### src/rtl/pgw_pkg.sv
// Shared types and constants for the pixel and glyph writer.
`default_nettype none

package pgw_pkg;

	localparam int GLYPH_SIZE = 8;
	localparam int CELLS      = GLYPH_SIZE * GLYPH_SIZE;
	localparam int CELL_W     = 6;
	localparam int COL_W      = 3;
	localparam int COORD_W    = 17;
	localparam int OFFSET_W   = 27;
	localparam int CFG_IDX_W  = 3;
	localparam int CFG_DATA_W = 16;

	localparam logic REQ_GLYPH = 1'b1;

	localparam logic [5:0] BPP_32 = 6'd32;
	localparam logic [5:0] BPP_24 = 6'd24;
	localparam logic [5:0] BPP_16 = 6'd16;

	typedef enum logic [CFG_IDX_W-1:0] {
		CFG_ROW_PITCH     = 3'd0,
		CFG_SCREEN_WIDTH  = 3'd1,
		CFG_SCREEN_HEIGHT = 3'd2,
		CFG_BITS_PER_PIX  = 3'd3,
		CFG_RED_LAYOUT    = 3'd4,
		CFG_GREEN_LAYOUT  = 3'd5,
		CFG_BLUE_LAYOUT   = 3'd6
	} cfg_reg_t;

	typedef enum logic [1:0] {
		ST_IDLE,
		ST_SETUP,
		ST_RUN
	} state_t;

	typedef struct packed {
		logic load;
		logic setup;
		logic emit;
	} dp_cmd_t;

	typedef struct packed {
		logic final_cell;
	} dp_status_t;

endpackage

`default_nettype wire

### src/rtl/pgw_ctrl.sv
// Controller state machine that sequences request intake, setup and per-cell writes.
`default_nettype none

module pgw_ctrl (
	input  logic                clk,
	input  logic                arst_n,
	input  logic                in_valid,
	output logic                in_ready,
	output logic                out_valid,
	input  logic                out_ready,
	output pgw_pkg::dp_cmd_t    cmd,
	input  pgw_pkg::dp_status_t status
);
	import pgw_pkg::*;

	state_t state_q;
	state_t state_d;
	logic   out_valid_q;

	always_comb begin
		state_d = state_q;
		unique case (state_q)
			ST_IDLE: begin
				if (in_valid) begin
					state_d = ST_SETUP;
				end
			end
			ST_SETUP: begin
				state_d = ST_RUN;
			end
			ST_RUN: begin
				if (cmd.emit && status.final_cell) begin
					state_d = ST_IDLE;
				end
			end
			default: begin
				state_d = ST_IDLE;
			end
		endcase
	end

	always_comb begin
		in_ready  = 1'b0;
		cmd.load  = 1'b0;
		cmd.setup = 1'b0;
		cmd.emit  = 1'b0;
		unique case (state_q)
			ST_IDLE: begin
				in_ready = 1'b1;
				cmd.load = in_valid;
			end
			ST_SETUP: begin
				cmd.setup = 1'b1;
			end
			ST_RUN: begin
				cmd.emit = !out_valid_q || out_ready;
			end
			default: begin
				in_ready = 1'b0;
			end
		endcase
	end

	assign out_valid = out_valid_q;

	always_ff @(posedge clk or negedge arst_n) begin
		if (!arst_n) begin
			state_q     <= ST_IDLE;
			out_valid_q <= 1'b0;
		end else begin
			state_q <= state_d;
			if (cmd.emit) begin
				out_valid_q <= 1'b1;
			end else if (out_ready) begin
				out_valid_q <= 1'b0;
			end
		end
	end

endmodule

`default_nettype wire

### src/rtl/pgw_datapath.sv
// Datapath with configuration registers, color packing, offset stepping and the result register.
`default_nettype none

module pgw_datapath #(
	parameter int MAX_WIDTH  = 4096,
	parameter int MAX_HEIGHT = 4096
) (
	input  logic                             clk,
	input  logic                             arst_n,
	input  logic                             cfg_we,
	input  logic [pgw_pkg::CFG_IDX_W-1:0]    cfg_index,
	input  logic [pgw_pkg::CFG_DATA_W-1:0]   cfg_data,
	input  logic                             req_type,
	input  logic signed [15:0]               x_pos,
	input  logic signed [15:0]               y_pos,
	input  logic [31:0]                      fg_color,
	input  logic [31:0]                      bg_color,
	input  logic                             opaque,
	input  logic [63:0]                      glyph_rows,
	input  pgw_pkg::dp_cmd_t                 cmd,
	output pgw_pkg::dp_status_t              status,
	output logic                             write_enable,
	output logic [pgw_pkg::OFFSET_W-1:0]     byte_offset,
	output logic [31:0]                      write_data,
	output logic [2:0]                       byte_count,
	output logic                             last
);
	import pgw_pkg::*;

	localparam logic [15:0] MAX_W = 16'(MAX_WIDTH);
	localparam logic [15:0] MAX_H = 16'(MAX_HEIGHT);

	function automatic logic [31:0] pack_channel(input logic [7:0] level,
		input logic [8:0] layout);
		logic [4:0] pos;
		logic [3:0] size;
		logic [8:0] ones;
		pos  = layout[4:0];
		size = (layout[8:5] > 4'd8) ? 4'd8 : layout[8:5];
		ones = (9'd1 << size) - 9'd1;
		return ({24'b0, level} << pos) & ({24'b0, ones[7:0]} << pos);
	endfunction

	logic [13:0] row_pitch_q;
	logic [12:0] screen_width_q;
	logic [12:0] screen_height_q;
	logic [5:0]  bits_per_pixel_q;
	logic [8:0]  red_layout_q;
	logic [8:0]  green_layout_q;
	logic [8:0]  blue_layout_q;

	logic                      req_glyph_q;
	logic                      opaque_q;
	logic [63:0]               held_glyph_q;
	logic [31:0]               fg_raw_q;
	logic [31:0]               bg_raw_q;
	logic [31:0]               held_fg_pixel_q;
	logic [31:0]               held_bg_pixel_q;
	logic signed [COORD_W-1:0] x0_q;
	logic signed [COORD_W-1:0] cur_x_q;
	logic signed [COORD_W-1:0] cur_y_q;
	logic [OFFSET_W-1:0]       row_base_q;
	logic [OFFSET_W-1:0]       col_start_q;
	logic [OFFSET_W-1:0]       col_off_q;
	logic [CELL_W-1:0]         cell_index_q;

	logic                      write_enable_q;
	logic [OFFSET_W-1:0]       byte_offset_q;
	logic [31:0]               write_data_q;
	logic [2:0]                byte_count_q;
	logic                      last_q;

	logic [6:0]         bpp_sum;
	logic [3:0]         stride;
	logic signed [31:0] row_prod;
	logic signed [21:0] col_prod;
	logic [15:0]        lim_w;
	logic [15:0]        lim_h;
	logic               cell_set;
	logic               use_fg;
	logic               draw;
	logic               in_bounds;
	logic               en;
	logic [31:0]        pixel;
	logic [31:0]        data_sized;
	logic [2:0]         count;
	logic [OFFSET_W-1:0] cell_offset;
	logic               final_cell;

	assign bpp_sum  = {1'b0, bits_per_pixel_q} + 7'd7;
	assign stride   = bpp_sum[6:3];
	assign row_prod = cur_y_q * $signed({1'b0, row_pitch_q});
	assign col_prod = x0_q * $signed({1'b0, stride});

	assign lim_w = ({3'b0, screen_width_q} < MAX_W) ? {3'b0, screen_width_q} : MAX_W;
	assign lim_h = ({3'b0, screen_height_q} < MAX_H) ? {3'b0, screen_height_q} : MAX_H;

	assign cell_set  = held_glyph_q[cell_index_q];
	assign use_fg    = (req_glyph_q != REQ_GLYPH) || cell_set;
	assign draw      = use_fg || opaque_q;
	assign in_bounds = !cur_x_q[COORD_W-1] && !cur_y_q[COORD_W-1]
		&& (cur_x_q[15:0] < lim_w) && (cur_y_q[15:0] < lim_h);
	assign en        = draw && in_bounds;
	assign pixel     = use_fg ? held_fg_pixel_q : held_bg_pixel_q;
	assign cell_offset = row_base_q + col_off_q;
	assign final_cell  = (req_glyph_q != REQ_GLYPH) || (cell_index_q == CELL_W'(CELLS - 1));

	always_comb begin
		unique case (bits_per_pixel_q)
			BPP_32: begin
				count      = 3'd4;
				data_sized = pixel;
			end
			BPP_24: begin
				count      = 3'd3;
				data_sized = {8'b0, pixel[23:0]};
			end
			BPP_16: begin
				count      = 3'd2;
				data_sized = {16'b0, pixel[15:0]};
			end
			default: begin
				count      = 3'd1;
				data_sized = {24'b0, pixel[7:0]};
			end
		endcase
	end

	assign status.final_cell = final_cell;

	always_ff @(posedge clk or negedge arst_n) begin
		if (!arst_n) begin
			row_pitch_q      <= '0;
			screen_width_q   <= '0;
			screen_height_q  <= '0;
			bits_per_pixel_q <= BPP_32;
			red_layout_q     <= '0;
			green_layout_q   <= '0;
			blue_layout_q    <= '0;
			cell_index_q     <= '0;
		end else begin
			if (cfg_we) begin
				unique case (cfg_index)
					CFG_ROW_PITCH:     row_pitch_q      <= cfg_data[13:0];
					CFG_SCREEN_WIDTH:  screen_width_q   <= cfg_data[12:0];
					CFG_SCREEN_HEIGHT: screen_height_q  <= cfg_data[12:0];
					CFG_BITS_PER_PIX:  bits_per_pixel_q <= cfg_data[5:0];
					CFG_RED_LAYOUT:    red_layout_q     <= cfg_data[8:0];
					CFG_GREEN_LAYOUT:  green_layout_q   <= cfg_data[8:0];
					CFG_BLUE_LAYOUT:   blue_layout_q    <= cfg_data[8:0];
					default: begin
					end
				endcase
			end
			if (cmd.load) begin
				cell_index_q <= '0;
			end else if (cmd.emit) begin
				cell_index_q <= cell_index_q + CELL_W'(1);
			end
		end
	end

	always_ff @(posedge clk) begin
		if (cmd.load) begin
			req_glyph_q  <= req_type;
			opaque_q     <= opaque;
			held_glyph_q <= glyph_rows;
			fg_raw_q     <= fg_color;
			bg_raw_q     <= bg_color;
			x0_q         <= {x_pos[15], x_pos};
			cur_x_q      <= {x_pos[15], x_pos};
			cur_y_q      <= {y_pos[15], y_pos};
		end
		if (cmd.setup) begin
			held_fg_pixel_q <= pack_channel(fg_raw_q[23:16], red_layout_q)
				| pack_channel(fg_raw_q[15:8], green_layout_q)
				| pack_channel(fg_raw_q[7:0], blue_layout_q);
			held_bg_pixel_q <= pack_channel(bg_raw_q[23:16], red_layout_q)
				| pack_channel(bg_raw_q[15:8], green_layout_q)
				| pack_channel(bg_raw_q[7:0], blue_layout_q);
			row_base_q  <= row_prod[OFFSET_W-1:0];
			col_start_q <= {{(OFFSET_W-22){col_prod[21]}}, col_prod};
			col_off_q   <= {{(OFFSET_W-22){col_prod[21]}}, col_prod};
		end
		if (cmd.emit) begin
			write_enable_q <= en;
			byte_offset_q  <= en ? cell_offset : '0;
			write_data_q   <= en ? data_sized : '0;
			byte_count_q   <= count;
			last_q         <= final_cell;
			if (cell_index_q[COL_W-1:0] == COL_W'(GLYPH_SIZE - 1)) begin
				cur_x_q    <= x0_q;
				cur_y_q    <= cur_y_q + COORD_W'(1);
				row_base_q <= row_base_q + {{(OFFSET_W-14){1'b0}}, row_pitch_q};
				col_off_q  <= col_start_q;
			end else begin
				cur_x_q   <= cur_x_q + COORD_W'(1);
				col_off_q <= col_off_q + {{(OFFSET_W-4){1'b0}}, stride};
			end
		end
	end

	assign write_enable = write_enable_q;
	assign byte_offset  = byte_offset_q;
	assign write_data   = write_data_q;
	assign byte_count   = byte_count_q;
	assign last         = last_q;

endmodule

`default_nettype wire

### src/rtl/pixel_and_glyph_writer.sv
// Top level of the pixel and 8x8 glyph framebuffer writer.
//
//   channel  direction  handshake              payload
//   cfg      in         cfg_valid / cfg_ready  cfg_index, cfg_data
//   in       in         in_valid / in_ready    req_type .. glyph_rows
//   out      out        out_valid / out_ready  write_enable .. last
//
// A pixel request passes through the setup and run states; the run state registers its
// single result and returns to idle, so the input is free again as the result shows.
// A glyph request gives 64 results, one per cycle while the output is not stalled,
// after a setup state in which the row and column offset products are formed.
// Stalls on the output hold the result register and pause the cell walk.
// Reset loads bits_per_pixel with 32 and clears the other configuration registers and the cell index.
`default_nettype none

module pixel_and_glyph_writer #(
	parameter int MAX_WIDTH  = 4096,
	parameter int MAX_HEIGHT = 4096
) (
	input  logic                            clk,
	input  logic                            arst_n,
	input  logic                            cfg_valid,
	output logic                            cfg_ready,
	input  logic [pgw_pkg::CFG_IDX_W-1:0]   cfg_index,
	input  logic [pgw_pkg::CFG_DATA_W-1:0]  cfg_data,
	input  logic                            in_valid,
	output logic                            in_ready,
	input  logic                            req_type,
	input  logic signed [15:0]              x_pos,
	input  logic signed [15:0]              y_pos,
	input  logic [31:0]                     fg_color,
	input  logic [31:0]                     bg_color,
	input  logic                            opaque,
	input  logic [63:0]                     glyph_rows,
	output logic                            out_valid,
	input  logic                            out_ready,
	output logic                            write_enable,
	output logic [pgw_pkg::OFFSET_W-1:0]    byte_offset,
	output logic [31:0]                     write_data,
	output logic [2:0]                      byte_count,
	output logic                            last
);
	import pgw_pkg::*;

	dp_cmd_t    cmd;
	dp_status_t status;
	logic       cfg_we;

	assign cfg_ready = 1'b1;
	assign cfg_we    = cfg_valid && cfg_ready;

	pgw_ctrl u_ctrl (
		.clk       (clk),
		.arst_n    (arst_n),
		.in_valid  (in_valid),
		.in_ready  (in_ready),
		.out_valid (out_valid),
		.out_ready (out_ready),
		.cmd       (cmd),
		.status    (status)
	);

	pgw_datapath #(
		.MAX_WIDTH  (MAX_WIDTH),
		.MAX_HEIGHT (MAX_HEIGHT)
	) u_datapath (
		.clk          (clk),
		.arst_n       (arst_n),
		.cfg_we       (cfg_we),
		.cfg_index    (cfg_index),
		.cfg_data     (cfg_data),
		.req_type     (req_type),
		.x_pos        (x_pos),
		.y_pos        (y_pos),
		.fg_color     (fg_color),
		.bg_color     (bg_color),
		.opaque       (opaque),
		.glyph_rows   (glyph_rows),
		.cmd          (cmd),
		.status       (status),
		.write_enable (write_enable),
		.byte_offset  (byte_offset),
		.write_data   (write_data),
		.byte_count   (byte_count),
		.last         (last)
	);

endmodule

`default_nettype wire

### config.mk
export PLATFORM = sky130hd
export DESIGN_NAME = pixel_and_glyph_writer
export DESIGN_NICKNAME = d
export VERILOG_FILES = /design/src/rtl/pgw_pkg.sv /design/src/rtl/pgw_ctrl.sv /design/src/rtl/pgw_datapath.sv /design/src/rtl/pixel_and_glyph_writer.sv
export SDC_FILE = /design/constraint.sdc
export NUM_CORES = 2
export LEC_CHECK = 0
export ABC_AREA = 1
export BUFFER_PORTS_ARGS = -buffer_cell sky130_fd_sc_hd__buf_2
export CAP_MARGIN = 10
export CELL_PAD_IN_SITES_DETAIL_PLACEMENT = 0
export CELL_PAD_IN_SITES_GLOBAL_PLACEMENT = 1
export CORE_ASPECT_RATIO = 0.75
export CORE_MARGIN = 1
export CORE_UTILIZATION = 50
export CTS_CLUSTER_DIAMETER = 120
export DETAILED_ROUTE_END_ITERATION = 10
export PLACE_DENSITY = 0.86
export SETUP_SLACK_MARGIN = 0.02
export SYNTH_ARGS = -nofsm -noshare
export SYNTH_HDL_FRONTEND = slang
export SYNTH_SLANG_ARGS = --single-unit
### constraint.sdc
create_clock -name clk -period 8.4 [get_ports clk]
set_clock_uncertainty 0.15 [all_clocks]
set_input_delay 0.42 -clock clk [delete_from_list [all_inputs] [get_ports clk]]
set_output_delay 0.42 -clock clk [all_outputs]
set_load 0.005 [all_outputs]
==> flow_metrics.py <==
metrics = {
    "placed_design": {
        "io_buffers": 233,
        "gp_congestion": 0.9899,
        "detailed_place_hpwl_um": 92780,
    },
    "yosys": {
        "ys_ff_latch": 449,
        "yosysWarnings": 0,
        "syn_inst": 5029,
        "synth_common_cells": "nand2_1 (1312), inv_1 (804), nand3_1 (418)",
        "seq_area_frac_synth": 0.3310,
        "ys.flop_type": "edfxtp_1",
        "synth_area_um2": 38170,
        "yosys-top-cells-area": "edfxtp_1 (25%), nand2_1 (13%), fa_1 (12%), inv_1 (7.9%), ha_1 (5.9%)",
        "synth_fp_nets": 5629,
        "avgSynthCellArea_um2": 7.591,
        "synth.distinct_cells": 63,
        "synth_edf_count": 323,
        "synth.most_common_cell": "nand2_1",
        "synthArstFlopShare": 0.1826,
        "yosysTopAreaCell": "edfxtp_1",
        "synth_top_area_share": 0.2541,
    },
    "detailed_routing": {
        "detail_route.first_pass.iterations": 6,
        "wl_per_cell_um": 19.48,
        "routed_via_density": 5.494,
        "drc": 0,
        "drt-total-wl_um": 123700,
        "first_iter_violations": 3340,
        "final_antenna_net_count": 0,
        "vias": 34870,
    },
    "setup_path": {
        "end_kind": "flop",
        "crit_path_max_incr_delay_ns": 1.00,
        "critical_path.top_delay_family": "adder cells",
        "critPathArrivalTime_ns": 7.02,
        "cp-startpoint": "u_datapath.row_pitch_q[3]",
        "r2r_cells": 19,
        "rr_endpoint": "u_datapath.row_base_q[26]",
        "critical_path_class": "flop to flop",
        "setup.worst_path.start_class": "flop",
        "reg2reg_slack_ns": 1.77,
        "worst-path-buf-inv": 4,
        "cp_num_cells": 19,
        "cp_slowest_cell": "dfrtp_1",
        "cp-endpoint": "u_datapath.row_base_q[26]",
        "critPathRequiredTime_ns": 8.79,
        "path_cells": "nand2_1, fa_1, inv_1, fa_1, inv_1, fa_1, inv_1, fa_1, fa_1, fa_1, ha_1, nand2_1, nor3_1, nand2_1, o211ai_1, inv_1, nand2_1, nand3_1, a21oi_1",
        "r2r_start": "u_datapath.row_pitch_q[3]",
        "worst-path-max-fanout": 19,
        "path_common_cell": "fa_1",
    },
    "global_route": {
        "antenna_found_initial": 3,
        "grt_pass1_vias": 32850,
        "grt.busiest_layer": "met2",
        "gr-total-overflow": 0,
        "gr-usage-all-layers": 0.3193,
        "grt_first_pass_wirelength_um": 189600,
        "grt_start_max_net_pins": 107,
        "grt.met1_usage": 0.4601,
        "globalRouteMet3Util": 0.05116,
        "globalRouteMet2Util": 0.4965,
    },
    "timing": {
        "fmax_mhz": 150.9,
        "setup-tns-final_ns": 0,
        "period_share": 0.7892,
        "finalHoldViolCount": 0,
        "slew_viol_final": 0,
        "rsz0062_at_grt": "false",
        "min_period_ns": 6.629,
        "worst_pin_slew_ns": 1.142,
        "slew_headroom": 0.2388,
        "setup_violations": 0,
    },
    "cells_and_area": {
        "area_growth_pct": 13.02,
        "diodes": 0,
        "drive_above_1_share": 0.07832,
        "multi_input_area_um2": 21590,
        "nFillCells": 7156,
        "seq_area_um2": 12630,
        "num-nets-final": 5885,
    },
    "floorplanning": {
        "fp.dieH_um": 241.3,
        "initial_core_util": 0.5068,
        "die_w_um": 321.1,
        "ios": 253,
        "core_area_um2": 75330,
        "row_count": 87,
        "dieArea_um2": 77470,
    },
    "cts": {
        "root_buffer": "clkbuf_16",
        "cts_buffer_depth": 3,
        "cts_buffers": 47,
        "clock-sinks": 449,
        "cts_max_level": 2,
        "cts_tree": "done",
        "clk_latency_ns": 0.64,
        "clk_pin_slew_ns": 0.07,
    },
    "run": {
        "max_cap_violations": 0,
    },
    "run_status": {
        "outcome": "completed",
    },
    "min_path": {
        "hp-class": "input pin to flop",
    },
}
-- worst min-delay path, stage by stage --
cell,delay (ns)
buf_2,0.09
nand2_1,0.11
a31oi_1,0.10
-- logic make-up (layout without fill, tap and decap cells) --
group	count (synthesis)	count (layout)	synth area share
adders and majority gates	414	414	0.1815
buffers and inverters	1021	1316	0.1041
DFF	449	449	0.3310
AOI/OAI and AO/OA	731	731	0.1038
muxes	11	11	0.002917
and+or+nand+nor	2328	2328	0.2596
xor gates and xnor gates	74	74	0.01698
other	1	1	0.00009824
-- layout by cell type, fill, tap and decap left out, types with 7 or more instances in the layout --
cell type and n:
ha_1 181, a21oi_1 187, clkbuf_1 7, o21bai_1 12
nand3b_1 9, nand4_1 132, a22oi_1 11, edfxtp_1 323
mux2i_1 10, o22ai_1 23, inv_1 802, buf_4 44
dlygate4sd3_1 142, nor3_1 42, dfrtp_1 81, nand2_1 1312
o21ai_0 404, xnor2_1 25, clkbuf_16 50, a31oi_1 23
or2_2 38, dfxtp_1 44, fa_1 233, o211ai_1 21
a21o_1 13, buf_2 232, xor2_1 49, clkinv_1 8
nor2_1 341, nand3_1 418
-- sequential cells by signal, summed over array words and instances (netlist names), 9 cells and up --
name                        flops
u_datapath.bg_raw_q            24
u_datapath.blue_layout_q        9
u_datapath.byte_offset         27
u_datapath.col_off_q           27
u_datapath.col_start_q         21
u_datapath.cur_x_q             17
u_datapath.cur_y_q             17
u_datapath.fg_raw_q            24
u_datapath.green_layout_q       9
u_datapath.held_bg_pixel_q     32
u_datapath.held_fg_pixel_q     32
u_datapath.held_glyph_q        64
u_datapath.red_layout_q         9
u_datapath.row_base_q          27
u_datapath.row_pitch_q         14
u_datapath.screen_height_q     13
u_datapath.screen_width_q      13
u_datapath.write_data          32
u_datapath.x0_q                16
-- per-layer routing --
metal  share of wire  routed length [um]
met5         0.00025                  31
met4           0.028                3402
met3           0.079                9744
met2            0.44               54440
met1            0.45               56040
-- how the worst min path moves through the flow --
| stage | from | to | slack (ns) | depth (start not counted) |
|---|---|---|---|---|
| CTS | y_pos[11] | u_datapath.cur_y_q[11] | 0.009 | 5 |
| detailed placement | arst_n | u_datapath.green_layout_q[5] | 0.27 | 1 |
| finish | y_pos[8] | u_datapath.cur_y_q[8] | 0.02 | 3 |
| floorplan | arst_n | u_ctrl.out_valid | -0.03 | 0 |
| global placement | arst_n | u_datapath.red_layout_q[2] | 0.28 | 1 |
| global route | y_pos[8] | u_datapath.cur_y_q[8] | 0.02 | 3 |
-- stage by stage --
step | area, um^2 | worst slack [ns] | instances | hold WS, ns | utilization
floorplan | 38170 | 2.620 | 5029 | -0.02559 | -
global placement | 40050 | 1.953 | 6117 | 0.2775 | 0.5316
detailed placement | 40050 | 1.868 | 6117 | 0.2720 | 0.5316
CTS | 43140 | 1.824 | 6347 | 0.009145 | 0.5727
global route | 43140 | 1.381 | 6347 | 0.01660 | 0.5727
finish | 43140 | 1.771 | 6347 | 0.01909 | 0.5727
-- cell type report --
type                            count  area share
Multi-Input combinational cell   3559      0.5004
Sequential cell                   449      0.2928
Tap cell                         1023     0.02967
Inverter                          810     0.07077
Timing Repair Buffer              418     0.06752
Clock buffer                       58     0.02993
Clock inverter                     30    0.008875
-- repair_timing --
item | CTS | global route
buffers inserted | 0 | 0
hold buffers | 142 | 0
endpoints found under the hold margin | 184 | 0
resized for setup | 0 | 0
Power is not shown: default switching activity piles up to over one toggle a cycle in this logic, so the estimate is an artifact.
